**config.mk**
```make
export PLATFORM = sky130hd
export DESIGN_NAME = pes_header_parser_core
export DESIGN_NICKNAME = d
export VERILOG_FILES = /design/src/hdl/pes_pkg.sv /design/src/hdl/pes_front.sv /design/src/hdl/pes_queue.sv /design/src/hdl/pes_back.sv /design/src/hdl/pes_header_parser_core.sv
export SDC_FILE = /design/constraint.sdc
export NUM_CORES = 1
export LEC_CHECK = 0
export CELL_PAD_IN_SITES_DETAIL_PLACEMENT = 0
export CELL_PAD_IN_SITES_GLOBAL_PLACEMENT = 1
export CORE_MARGIN = 2
export CORE_UTILIZATION = 52
export CTS_CLUSTER_DIAMETER = 40
export DETAILED_ROUTE_END_ITERATION = 7
export DONT_BUFFER_PORTS = 1
export GPL_TIMING_DRIVEN = 0
export PLACE_DENSITY = 0.86
export SLEW_MARGIN = 20
export SYNTH_ARGS = -nofsm -noshare
export SYNTH_HDL_FRONTEND = slang
export SYNTH_HIERARCHICAL = 1
export SYNTH_SLANG_ARGS = --single-unit
```
**constraint.sdc**
```tcl
create_clock -name aclk -period 20.3 [get_ports aclk]
set_input_delay 1.015 -clock aclk [delete_from_list [all_inputs] [get_ports aclk]]
set_output_delay 1.015 -clock aclk [all_outputs]
set_load 0.01 [all_outputs]
```
**src/hdl/pes_pkg.sv**
```systemverilog
package pes_pkg;

    localparam int COUNT_W         = 9;
    // Only header offsets 0 to 18 are ever read back.
    localparam int STORE_BYTES     = 19;
    localparam int STORE_IDX_W     = $clog2(STORE_BYTES);
    localparam int MAX_STUFFED_LEN = 23;
    localparam int STAMP_BYTES     = 10;
    localparam int QUEUE_DEPTH     = 2;

    localparam int CFG_INDEX_W = 1;
    localparam logic [CFG_INDEX_W-1:0] REG_ID_LOW  = 1'b0;
    localparam logic [CFG_INDEX_W-1:0] REG_ID_HIGH = 1'b1;

    localparam logic [7:0] ID_LOW_RESET  = 8'hE0;
    localparam logic [7:0] ID_HIGH_RESET = 8'hEF;

    localparam logic [1:0] ERR_NONE     = 2'd0;
    localparam logic [1:0] ERR_BAD_ID   = 2'd1;
    localparam logic [1:0] ERR_STUFFING = 2'd2;

    typedef struct packed {
        logic                         payload;
        logic [7:0]                   data;
        logic                         tag;
        logic                         dts_sep;
        logic [1:0]                   err;
        logic [STAMP_BYTES-1:0][7:0]  stamp;
    } res_t;

    // Pack five timestamp bytes, keeping the low 32 bits of the 33-bit value.
    function automatic logic [31:0] stamp32(
        input logic [7:0] a,
        input logic [7:0] b,
        input logic [7:0] c,
        input logic [7:0] d,
        input logic [7:0] e
    );
        return {a[2:1], b, c[7:1], d, e[7:1]};
    endfunction

endpackage

```
**src/hdl/pes_front.sv**
```systemverilog
module pes_front (
    input  logic                               aclk,
    input  logic                               aresetn,
    input  logic                               cfg_wr_en,
    input  logic [pes_pkg::CFG_INDEX_W-1:0]    cfg_index,
    input  logic [7:0]                         cfg_data,
    input  logic                               take,
    input  logic [7:0]                         s_data_byte,
    input  logic                               s_unit_start,
    output logic                               push,
    output pes_pkg::res_t                      push_item
);

    localparam int CW = pes_pkg::COUNT_W;
    localparam int SB = pes_pkg::STORE_BYTES;

    typedef enum logic [1:0] {MODE_SKIP, MODE_HEADER, MODE_DATA} mode_t;
    typedef enum logic [2:0] {
        PH_PREFIX, PH_KIND, PH_M2LEN, PH_M2BODY, PH_STUFF, PH_STD, PH_STAMP
    } phase_t;

    mode_t          mode_reg, mode_next, cur_mode;
    phase_t         phase_reg, phase_next, cur_phase;
    logic [CW-1:0]  count_reg, count_next, cur_count;
    logic [CW-1:0]  target_reg, target_next, cur_target;
    logic [CW-1:0]  off_reg, off_next;
    logic [CW-1:0]  cnt_inc, wr_addr;
    logic [7:0]     id_low_reg, id_high_reg;
    logic [7:0]     store_reg [SB];
    logic [7:0]     store_next [SB];
    logic [7:0]     cur_store [SB];
    logic [7:0]     store_wr [SB];
    logic           check_std, check_marker, done, tag;
    logic [1:0]     err;

    always_comb begin
        mode_next    = mode_reg;
        phase_next   = phase_reg;
        count_next   = count_reg;
        target_next  = target_reg;
        off_next     = off_reg;
        store_next   = store_reg;
        cur_mode     = mode_reg;
        cur_phase    = phase_reg;
        cur_count    = count_reg;
        cur_target   = target_reg;
        cur_store    = store_reg;
        store_wr     = store_reg;
        cnt_inc      = count_reg + CW'(1);
        wr_addr      = count_reg;
        check_std    = 1'b0;
        check_marker = 1'b0;
        done         = 1'b0;
        tag          = 1'b0;
        err          = pes_pkg::ERR_NONE;
        push         = 1'b0;
        push_item    = '0;

        if (take) begin
            // A unit start restarts header collection from any mode.
            if (s_unit_start) begin
                cur_mode   = MODE_HEADER;
                cur_phase  = PH_PREFIX;
                cur_count  = '0;
                cur_target = CW'(4);
                cur_store  = '{default: 8'h00};
            end
            mode_next   = cur_mode;
            phase_next  = cur_phase;
            count_next  = cur_count;
            target_next = cur_target;
            store_next  = cur_store;
            store_wr    = cur_store;

            unique case (cur_mode)
                MODE_DATA: begin
                    push              = 1'b1;
                    push_item.payload = 1'b1;
                    push_item.data    = s_data_byte;
                end
                MODE_HEADER: begin
                    cnt_inc = cur_count + CW'(1);
                    wr_addr = (cur_phase == PH_STAMP) ? cur_count - off_reg : cur_count;
                    if (wr_addr < CW'(SB)) begin
                        store_wr[wr_addr[pes_pkg::STORE_IDX_W-1:0]] = s_data_byte;
                    end
                    store_next = store_wr;
                    count_next = cnt_inc;

                    if (cnt_inc == cur_target) begin
                        unique case (cur_phase)
                            PH_PREFIX: begin
                                if (store_wr[0] != 8'h00 || store_wr[1] != 8'h00 ||
                                    store_wr[2] != 8'h01) begin
                                    mode_next = MODE_SKIP;
                                end else if (s_data_byte < id_low_reg ||
                                             s_data_byte > id_high_reg) begin
                                    mode_next = MODE_SKIP;
                                    err       = pes_pkg::ERR_BAD_ID;
                                end else begin
                                    target_next = CW'(7);
                                    phase_next  = PH_KIND;
                                end
                            end
                            PH_KIND: begin
                                if (s_data_byte[7:6] == 2'b10) begin
                                    target_next = CW'(9);
                                    phase_next  = PH_M2LEN;
                                end else if (s_data_byte == 8'hFF) begin
                                    target_next = CW'(8);
                                    phase_next  = PH_STUFF;
                                end else begin
                                    check_std = 1'b1;
                                end
                            end
                            PH_M2LEN: begin
                                target_next = CW'(9) + CW'(s_data_byte);
                                if (s_data_byte == 8'h00) begin
                                    done = 1'b1;
                                end else begin
                                    phase_next = PH_M2BODY;
                                end
                            end
                            PH_M2BODY: done = 1'b1;
                            PH_STUFF: begin
                                // Cut the stuffing run once the header grows too long.
                                if (cnt_inc > CW'(pes_pkg::MAX_STUFFED_LEN)) begin
                                    err       = pes_pkg::ERR_STUFFING;
                                    check_std = 1'b1;
                                end else if (s_data_byte == 8'hFF) begin
                                    target_next = cur_target + CW'(1);
                                end else begin
                                    check_std = 1'b1;
                                end
                            end
                            PH_STD: check_marker = 1'b1;
                            default: done = 1'b1;
                        endcase

                        if (check_std) begin
                            if (s_data_byte[7:6] == 2'b01) begin
                                target_next = cnt_inc + CW'(2);
                                phase_next  = PH_STD;
                            end else begin
                                check_marker = 1'b1;
                            end
                        end

                        // Rebase the store so the marker byte lands at offset zero.
                        if (check_marker) begin
                            off_next      = cnt_inc - CW'(1);
                            store_next[0] = s_data_byte;
                            if (s_data_byte[7:4] == 4'h2) begin
                                target_next = cnt_inc + CW'(4);
                                phase_next  = PH_STAMP;
                            end else if (s_data_byte[7:4] == 4'h3) begin
                                target_next = cnt_inc + CW'(9);
                                phase_next  = PH_STAMP;
                            end else begin
                                done = 1'b1;
                            end
                        end

                        if (done) begin
                            mode_next = MODE_DATA;
                            if ((cur_phase == PH_M2LEN || cur_phase == PH_M2BODY) &&
                                store_wr[7][7]) begin
                                tag               = 1'b1;
                                push_item.dts_sep = store_wr[7][6];
                                for (int i = 0; i < pes_pkg::STAMP_BYTES; i++) begin
                                    push_item.stamp[i] = store_wr[9 + i];
                                end
                            end else if (cur_phase == PH_STAMP) begin
                                tag               = 1'b1;
                                push_item.dts_sep = (store_wr[0][7:4] == 4'h3);
                                for (int i = 0; i < pes_pkg::STAMP_BYTES; i++) begin
                                    push_item.stamp[i] = store_wr[i];
                                end
                            end
                        end

                        if (tag || err != pes_pkg::ERR_NONE) begin
                            push = 1'b1;
                        end
                        push_item.tag = tag;
                        push_item.err = err;
                        if (!tag) begin
                            push_item.dts_sep = 1'b0;
                            push_item.stamp   = '0;
                        end
                    end
                end
                default: ;
            endcase
        end
    end

    always_ff @(posedge aclk) begin
        if (!aresetn) begin
            mode_reg    <= MODE_SKIP;
            phase_reg   <= PH_PREFIX;
            count_reg   <= '0;
            target_reg  <= CW'(4);
            off_reg     <= '0;
            id_low_reg  <= pes_pkg::ID_LOW_RESET;
            id_high_reg <= pes_pkg::ID_HIGH_RESET;
        end else begin
            mode_reg   <= mode_next;
            phase_reg  <= phase_next;
            count_reg  <= count_next;
            target_reg <= target_next;
            off_reg    <= off_next;
            if (cfg_wr_en) begin
                case (cfg_index)
                    pes_pkg::REG_ID_LOW:  id_low_reg  <= cfg_data;
                    pes_pkg::REG_ID_HIGH: id_high_reg <= cfg_data;
                    default: ;
                endcase
            end
        end
    end

    always_ff @(posedge aclk) begin
        store_reg <= store_next;
    end

endmodule

```
**src/hdl/pes_queue.sv**
```systemverilog
module pes_queue (
    input  logic          aclk,
    input  logic          aresetn,
    input  logic          push,
    input  pes_pkg::res_t push_item,
    output logic          full,
    input  logic          pop,
    output pes_pkg::res_t pop_item,
    output logic          empty
);

    localparam int DEPTH = pes_pkg::QUEUE_DEPTH;
    localparam int PTR_W = (DEPTH > 1) ? $clog2(DEPTH) : 1;
    localparam int CNT_W = $clog2(DEPTH + 1);

    pes_pkg::res_t  slot_reg [DEPTH];
    logic [PTR_W-1:0] wr_ptr_reg, rd_ptr_reg;
    logic [CNT_W-1:0] fill_reg;

    assign full     = (fill_reg == CNT_W'(DEPTH));
    assign empty    = (fill_reg == '0);
    assign pop_item = slot_reg[rd_ptr_reg];

    always_ff @(posedge aclk) begin
        if (!aresetn) begin
            wr_ptr_reg <= '0;
            rd_ptr_reg <= '0;
            fill_reg   <= '0;
        end else begin
            if (push) begin
                wr_ptr_reg <= (wr_ptr_reg == PTR_W'(DEPTH - 1)) ? '0 : wr_ptr_reg + PTR_W'(1);
            end
            if (pop) begin
                rd_ptr_reg <= (rd_ptr_reg == PTR_W'(DEPTH - 1)) ? '0 : rd_ptr_reg + PTR_W'(1);
            end
            if (push && !pop) begin
                fill_reg <= fill_reg + CNT_W'(1);
            end else if (pop && !push) begin
                fill_reg <= fill_reg - CNT_W'(1);
            end
        end
    end

    always_ff @(posedge aclk) begin
        if (push) begin
            slot_reg[wr_ptr_reg] <= push_item;
        end
    end

endmodule

```
**src/hdl/pes_back.sv**
```systemverilog
module pes_back (
    input  logic          aclk,
    input  logic          aresetn,
    input  logic          q_empty,
    input  pes_pkg::res_t q_item,
    output logic          q_pop,
    output logic          m_valid,
    input  logic          m_ready,
    output logic          m_payload_valid,
    output logic [7:0]    m_out_byte,
    output logic          m_tag_valid,
    output logic [31:0]   m_pts_value,
    output logic [31:0]   m_dts_value,
    output logic [1:0]    m_error_code
);

    logic        valid_reg;
    logic        payload_reg;
    logic [7:0]  byte_reg;
    logic        tag_reg;
    logic [31:0] pts_reg, dts_reg, pts_next, dts_next;
    logic [1:0]  err_reg;

    assign q_pop = !q_empty && (!valid_reg || m_ready);

    always_comb begin
        pts_next = '0;
        dts_next = '0;
        if (q_item.tag) begin
            pts_next = pes_pkg::stamp32(q_item.stamp[0], q_item.stamp[1], q_item.stamp[2],
                                        q_item.stamp[3], q_item.stamp[4]);
            dts_next = q_item.dts_sep
                ? pes_pkg::stamp32(q_item.stamp[5], q_item.stamp[6], q_item.stamp[7],
                                   q_item.stamp[8], q_item.stamp[9])
                : pts_next;
        end
    end

    always_ff @(posedge aclk) begin
        if (!aresetn) begin
            valid_reg <= 1'b0;
        end else if (q_pop) begin
            valid_reg <= 1'b1;
        end else if (m_ready) begin
            valid_reg <= 1'b0;
        end
    end

    always_ff @(posedge aclk) begin
        if (q_pop) begin
            payload_reg <= q_item.payload;
            byte_reg    <= q_item.data;
            tag_reg     <= q_item.tag;
            pts_reg     <= pts_next;
            dts_reg     <= dts_next;
            err_reg     <= q_item.err;
        end
    end

    assign m_valid         = valid_reg;
    assign m_payload_valid = payload_reg;
    assign m_out_byte      = byte_reg;
    assign m_tag_valid     = tag_reg;
    assign m_pts_value     = pts_reg;
    assign m_dts_value     = dts_reg;
    assign m_error_code    = err_reg;

endmodule

```
**src/hdl/pes_header_parser_core.sv**
```systemverilog
// PES header parser: takes one transport payload byte per cycle while the queue is not
// full, with a unit-start flag; the parse state (mode, header count, target, phase) is
// updated as each byte is taken, which sets that rate. A result reaches the m_ side
// through registers: the parser feeds a two-entry queue, and an output stage
// registers it and packs the PTS/DTS tag. Payload bytes come out one result per byte;
// a completed header with a timestamp gives one tag result; a bad stream id or cut
// stuffing gives an error result. Write the stream id range only while idle.
module pes_header_parser_core (
    input  logic                             aclk,
    input  logic                             aresetn,
    input  logic                             cfg_wr_en,
    input  logic [pes_pkg::CFG_INDEX_W-1:0]  cfg_index,
    input  logic [7:0]                       cfg_data,
    input  logic                             s_valid,
    output logic                             s_ready,
    input  logic [7:0]                       s_data_byte,
    input  logic                             s_unit_start,
    output logic                             m_valid,
    input  logic                             m_ready,
    output logic                             m_payload_valid,
    output logic [7:0]                       m_out_byte,
    output logic                             m_tag_valid,
    output logic [31:0]                      m_pts_value,
    output logic [31:0]                      m_dts_value,
    output logic [1:0]                       m_error_code
);

    logic          take;
    logic          push, q_full, q_pop, q_empty;
    pes_pkg::res_t push_item, q_item;

    assign s_ready = !q_full;
    assign take    = s_valid && s_ready;

    pes_front u_front (
        .aclk         (aclk),
        .aresetn      (aresetn),
        .cfg_wr_en    (cfg_wr_en),
        .cfg_index    (cfg_index),
        .cfg_data     (cfg_data),
        .take         (take),
        .s_data_byte  (s_data_byte),
        .s_unit_start (s_unit_start),
        .push         (push),
        .push_item    (push_item)
    );

    pes_queue u_queue (
        .aclk      (aclk),
        .aresetn   (aresetn),
        .push      (push),
        .push_item (push_item),
        .full      (q_full),
        .pop       (q_pop),
        .pop_item  (q_item),
        .empty     (q_empty)
    );

    pes_back u_back (
        .aclk            (aclk),
        .aresetn         (aresetn),
        .q_empty         (q_empty),
        .q_item          (q_item),
        .q_pop           (q_pop),
        .m_valid         (m_valid),
        .m_ready         (m_ready),
        .m_payload_valid (m_payload_valid),
        .m_out_byte      (m_out_byte),
        .m_tag_valid     (m_tag_valid),
        .m_pts_value     (m_pts_value),
        .m_dts_value     (m_dts_value),
        .m_error_code    (m_error_code)
    );

endmodule

```
Yosys cells after proc, flatten, opt, wreduce, memory -nomap -nowiden
Memories as Yosys holds them, arrays and structs flattened. A register that Yosys moved wholly into a read port is not among the register bits.
Index checks and enable logic that the tools add are counted.
{"block": "totals", "ff_bits": 281, "latchBits": 0, "ramBits": 186, "rom_bits": 0, "output_inout_bits": 78, "elab_cells": 218, "mem_count": 1}
{"name": "u_queue.slot_reg", "depth": 2, "width": 93, "rd": 1, "rd_clocked_by_memory_dff": 1, "write_ports": 1, "line": "pes_queue.sv:16", "rtl": "pes_pkg::res_t slot_reg [DEPTH];"}
{"block": "classes", "addsub": 12, "n_mul": 0, "div": 0, "order_cmp": 6, "eq_ne": 17, "shift": 0, "mux": 115, "bitwise": 2, "n_reduce_logical": 29}
{"cell": "$mux W152", "n": 6}
{"cell": "$mux W80", "n": 4}
{"cell": "$mux W9", "n": 20}
{"cell": "$mux W84", "n": 2}
{"cell": "$bwmux W152", "n": 1}
{"cell": "$mux W93", "n": 1}
{"cell": "$mux W3", "n": 14}
{"cell": "$mux W1", "n": 41}
{"cell": "$demux W8 S5", "n": 1}
{"cell": "$pmux W9 S4", "n": 1}
{"cell": "$mux W32", "n": 1}
{"cell": "$mux W2", "n": 15}
{"cell": "$mux W8", "n": 3}
{"cell": "$add A9 B1 Y9 const B", "n": 2}
{"cell": "$reduce_bool A8 Y1", "n": 2}
{"cell": "$eq A4 B2 Y1 const B", "n": 3}
{"cell": "$add A4 B8 Y9 const A", "n": 1}
{"cell": "$add A9 B2 Y9 const B", "n": 1}
{"cell": "$add A9 B3 Y9 const B", "n": 1}
{"cell": "$add A9 B4 Y9 const B", "n": 1}
{"cell": "$eq A3 B3 Y1 const B", "n": 3}
{"cell": "$eq A9 B9 Y1", "n": 1}
{"cell": "$gt A9 B5 Y1 const B", "n": 1}
{"cell": "$lt A9 B5 Y1 const B", "n": 1}
{"cell": "30 further kinds", "n": 54}

Depth between registers and ports, before layout
{"block": "depth", "word_depth": 33, "depth_mapped": 25}

Hierarchy
The synthesis kept the hierarchy.
{"mod": "pes_front", "instances": 1, "cells_per_inst": 1855, "area_each_um2": 15552.4, "seq_area_each_um2": 5525.3}
{"mod": "pes_queue", "instances": 1, "cells_per_inst": 311, "area_each_um2": 6951.7, "seq_area_each_um2": 5685.5}
{"mod": "pes_back", "instances": 1, "cells_per_inst": 187, "area_each_um2": 3144.3, "seq_area_each_um2": 2302.2}
{"mod": "pes_header_parser_core", "instances": 1, "cells_per_inst": 2, "area_each_um2": 10.0, "seq_area_each_um2": 0.0}

Worst setup path before layout
OpenSTA, ideal clock, no wires.
{"block": "synth_timing", "path_kind": "in2reg", "from": "input s_valid", "to": "memory u_queue/slot_reg[0][0] (netlist name), enable pin", "setup_time_ns": 0.557, "arrival_ns": 14.538, "required_time_ns": 19.743, "setup_slack_ns": 5.205, "path_stages": 8, "cell_sequence": "nor2b_1 -> inv_1 -> nor2_1 -> nand2_1 -> or3_1 -> a2111oi_4 -> o41a_1 -> nor2b_1"}
{"block": "synth_between", "elab_chain_len": 4}
{"item": "start, declared", "line": "pes_header_parser_core.sv:14", "rtl": "input logic s_valid,"}
{"item": "$logic_and A1 B1 Y1", "line": "pes_header_parser_core.sv:33", "rtl": "assign take = s_valid && s_ready;"}
{"item": "$mux W1", "line": "pes_front.sv:59", "rtl": "if (take) begin"}
{"item": "via push", "line": "pes_header_parser_core.sv:29", "rtl": "logic push, q_full, q_pop, q_empty;"}
{"item": "$mux W1", "line": "pes_queue.sv:45", "rtl": "if (push) begin"}
{"item": "$mux W1 (implied by the code)", "line": "pes_queue.sv:46", "rtl": "slot_reg[wr_ptr_reg] <= push_item;"}
{"item": "end, declared", "line": "pes_queue.sv:16"}
The timed path passes the listed nets, and every way through them passes these cells.

Worst setup path after layout
{"block": "layout_timing", "from": "input s_unit_start", "to": "memory u_queue/slot_reg[0][8] (netlist name), enable pin"}
{"block": "layout_between", "elab_chain_len": 29}
{"item": "start, declared", "line": "pes_header_parser_core.sv:17", "rtl": "input logic s_unit_start,"}
{"item": "$mux W9 or $mux W3 (tied branches)", "line": "pes_front.sv:61", "rtl": "if (s_unit_start) begin"}
{"item": "$mux W9 or $mux W3 (tied branches)", "line": "pes_front.sv:59"}
{"item": "$sub A9 B9 Y9 or $eq A3 B3 Y1 (tied branches)", "line": "pes_front.sv:83, pes_front.sv:173"}
{"item": "$mux W9", "line": "pes_front.sv:83", "rtl": "wr_addr = (cur_phase == PH_STAMP) ? cur_count - off_reg : cur_count;"}
{"item": "$not A5 Y6 (implied by the code)", "line": "pes_front.sv:85", "rtl": "store_wr[wr_addr[pes_pkg::STORE_IDX_W-1:0]] = s_data_byte;"}
{"item": "$ge A6 B6 Y1 (implied by the code) or $lt A6 B1 Y1 (tied branches)", "line": "pes_front.sv:85"}
{"item": "$logic_and A1 B1 Y1 (implied by the code)", "line": "pes_front.sv:85"}
{"item": "$mux W8 (implied by the code)", "line": "pes_front.sv:85"}
{"item": "(+14 left out)"}
{"item": "$logic_or A1 B1 Y1", "line": "pes_front.sv:182", "rtl": "if (tag || err != pes_pkg::ERR_NONE) begin"}
{"item": "$mux W1", "line": "pes_front.sv:182"}
{"item": "$mux W1", "line": "pes_front.sv:90", "rtl": "if (cnt_inc == cur_target) begin"}
{"item": "$pmux W1 S2 *", "line": "pes_front.sv:75", "rtl": "unique case (cur_mode)"}
{"item": "$mux W1 *", "line": "pes_front.sv:59"}
{"item": "via push", "line": "pes_header_parser_core.sv:29"}
{"item": "$mux W1 *", "line": "pes_queue.sv:45"}
{"item": "$mux W1 (implied by the code) *", "line": "pes_queue.sv:46"}
Mark *: on every way through the listed nets, which the timed path passes. The rest lies on a longest branch. The select of a mux whose other input is x is not followed.

==> results.yml <==
timing:
  setup-tns-final_ps: 0
  fmax_ghz: 0.121
  fin_crit_sh: 0.408
  max_slew.worst_pin.slew_ps: 1020
  drv_slew: 0
  hold_viol_final: 0
  period_minus_slack_ps: 8290
  setup_viol: 0
  rsz0062_at_grt: "no"
  relSlewSlack: 0.322
  finalClockSkew_ps: 16.2
  whs_ps: 460
cts:
  cts.clk_slew.worst_paths_ps: 60
  clockBufferDepth: 3
  cts_buffers: 61
  cts-root-buf: "clkbuf_16"
  ctsResizeCount: 0
  insertion_delay_ps: 630
  cts_tree: "built"
  numClockSinks: 417
  post-cts-setup-buffer-count: 0
  hold_buffers: 0
  htreeDepth: 2
power_and_ir_drop:
  p_leak_nw: 9.77
  ir_drop_uv: 96.4
  power_frac_clock: 0.378
  combPwrFrac: 0.217
  power.internal_w: 0.00209
  power_density_nw_per_um2: 111
  seq_power_share: 0.405
  p_sw_frac: 0.290
  p_sw_w: 0.000856
global_routing:
  gr-usage-all-layers: 0.287
  antenna_found_initial: 1
  first_global_vias: 17330
  grt_max_degree: 54
  grt_first_pass_wirelength_um: 103000
  gr-total-overflow: 0
synth:
  synth_cells: 2175
  syn-cell-area_um2: 23200
  syn_nets: 2234
  synth.avg_cell_area_um2: 10.7
  ys.warnings.count: 6
finish:
  nets: 2309
  drive_gt1_frac: 0.130
  finalInstanceArea_um2: 26500
  final_common_cell: "edfxtp_1"
  synthToLayoutAreaGrowth_pct: 14.0
  largest_reg_flops: 154
  n_antenna_cell: 0
  mostFrequentLayoutCells: "edfxtp_1, nor2_1, nand2_1"
worst_setup_path:
  worstSetupPathType: "in2reg"
  crit_slowest_cell: "mux2i_1"
  max_stage_delay_ps: 730
  cp.required_ps: 20620
  critPathMaxFanout: 27
  critPathArrivalTime_ps: 8600
  critical_path_buf_inv_count: 12
  critPathCaptureType: "register"
  critPathTopFamily: "buffers and inverters"
  startpoint_type: "input pin"
  rrSetupSlack_ps: 13830
routing:
  drt-met1-wl_um: 27300
  final_antenna_net_count: 0
  routed_via_density: 6.11
  route.met3.wl_um: 5230
  first_pass_iters: 5
  routed_wl_um: 66600
  top_layer: "met5"
  vias: 17678
  wire_per_inst_um: 23.0
  wl_met2_um: 31400
  drc: 0
  drtIter0Drc: 1893
place:
  place_congestion: 0.949
  io_buffers: 0
  placed_cell_area_um2: 24300
  place_hpwl_um: 48400
floorplanning:
  core_area_um2: 44100
  rows: 77
  pin_count: 101
  die-area_um2: 46400
  die_x_um: 215
  initial_core_util: 0.526
  die-height_um: 215
status:
  outcome: "complete, no violations"
flow_run:
  drv_cap: 0
hold_path:
  hold_class: "reg2reg"
[final timing paths]
path	cells after the start	endpoint	start
hold reg to reg	2	u_front/id_low_reg[2]	u_front/id_low_reg[2]
hold / removal	2	u_front/id_low_reg[2]	u_front/id_low_reg[2]
setup reg to reg	21	u_queue/slot_reg[0][8]	u_front/count_reg[0]
setup / recovery	25	u_queue/slot_reg[0][8]	s_unit_start
[cell type report]
cell class | count | area (um^2)
fill | 3672 | 17700
sequential | 417 | 12000
multi-input combinational | 1529 | 10200
clock buffer | 66 | 1590
buffer | 175 | 860
tap | 592 | 741
clock inverter | 49 | 606
timing repair buffer | 12 | 285
inverter | 54 | 203
[worst register-to-register path: cells and delay by family (launching register included)]
| family | cells | cell delay [ps] |
|---|---|---|
| xor gates and xnor gates | 1 | 600 |
| DFF | 1 | 290 |
| adders and majority gates | 2 | 570 |
| buffers and inverters | 8 | 1880 |
| and+or+nand+nor | 5 | 1440 |
| AOI/OAI and AO/OA | 5 | 1360 |
[stage by stage]
step	instances	utilization	setup WS, ps	power, W
after floorplan	2175	-	6880	0.00168
after global placement	2767	0.543	127	0.00183
after detailed placement	2779	0.550	11500	0.00185
after CTS	2894	0.600	12150	0.00297
after global routing	2894	0.600	11710	0.00307
final	2894	0.600	12010	0.00295
[power groups by stage]
stage	clock network (W)	logic [W]	registers [W]
3_3_place_gp	0	0.000584	0.00125
5_1_grt	0.00117	0.000692	0.00120
6_report	0.00112	0.000639	0.00119
3_5_place_dp	0	0.000633	0.00121
4_1_cts	0.00113	0.000639	0.00120
2_1_floorplan	0	0.000453	0.00122
[layer usage]
layer / GRT usage / vias up
li1: - / 8041
met1: 0.376 / 8596
met2: 0.478 / 853
met3: 0.0507 / 186
met4: 0.110 / 2
met5: 0 / -
(Power assumes the default switching activity.)
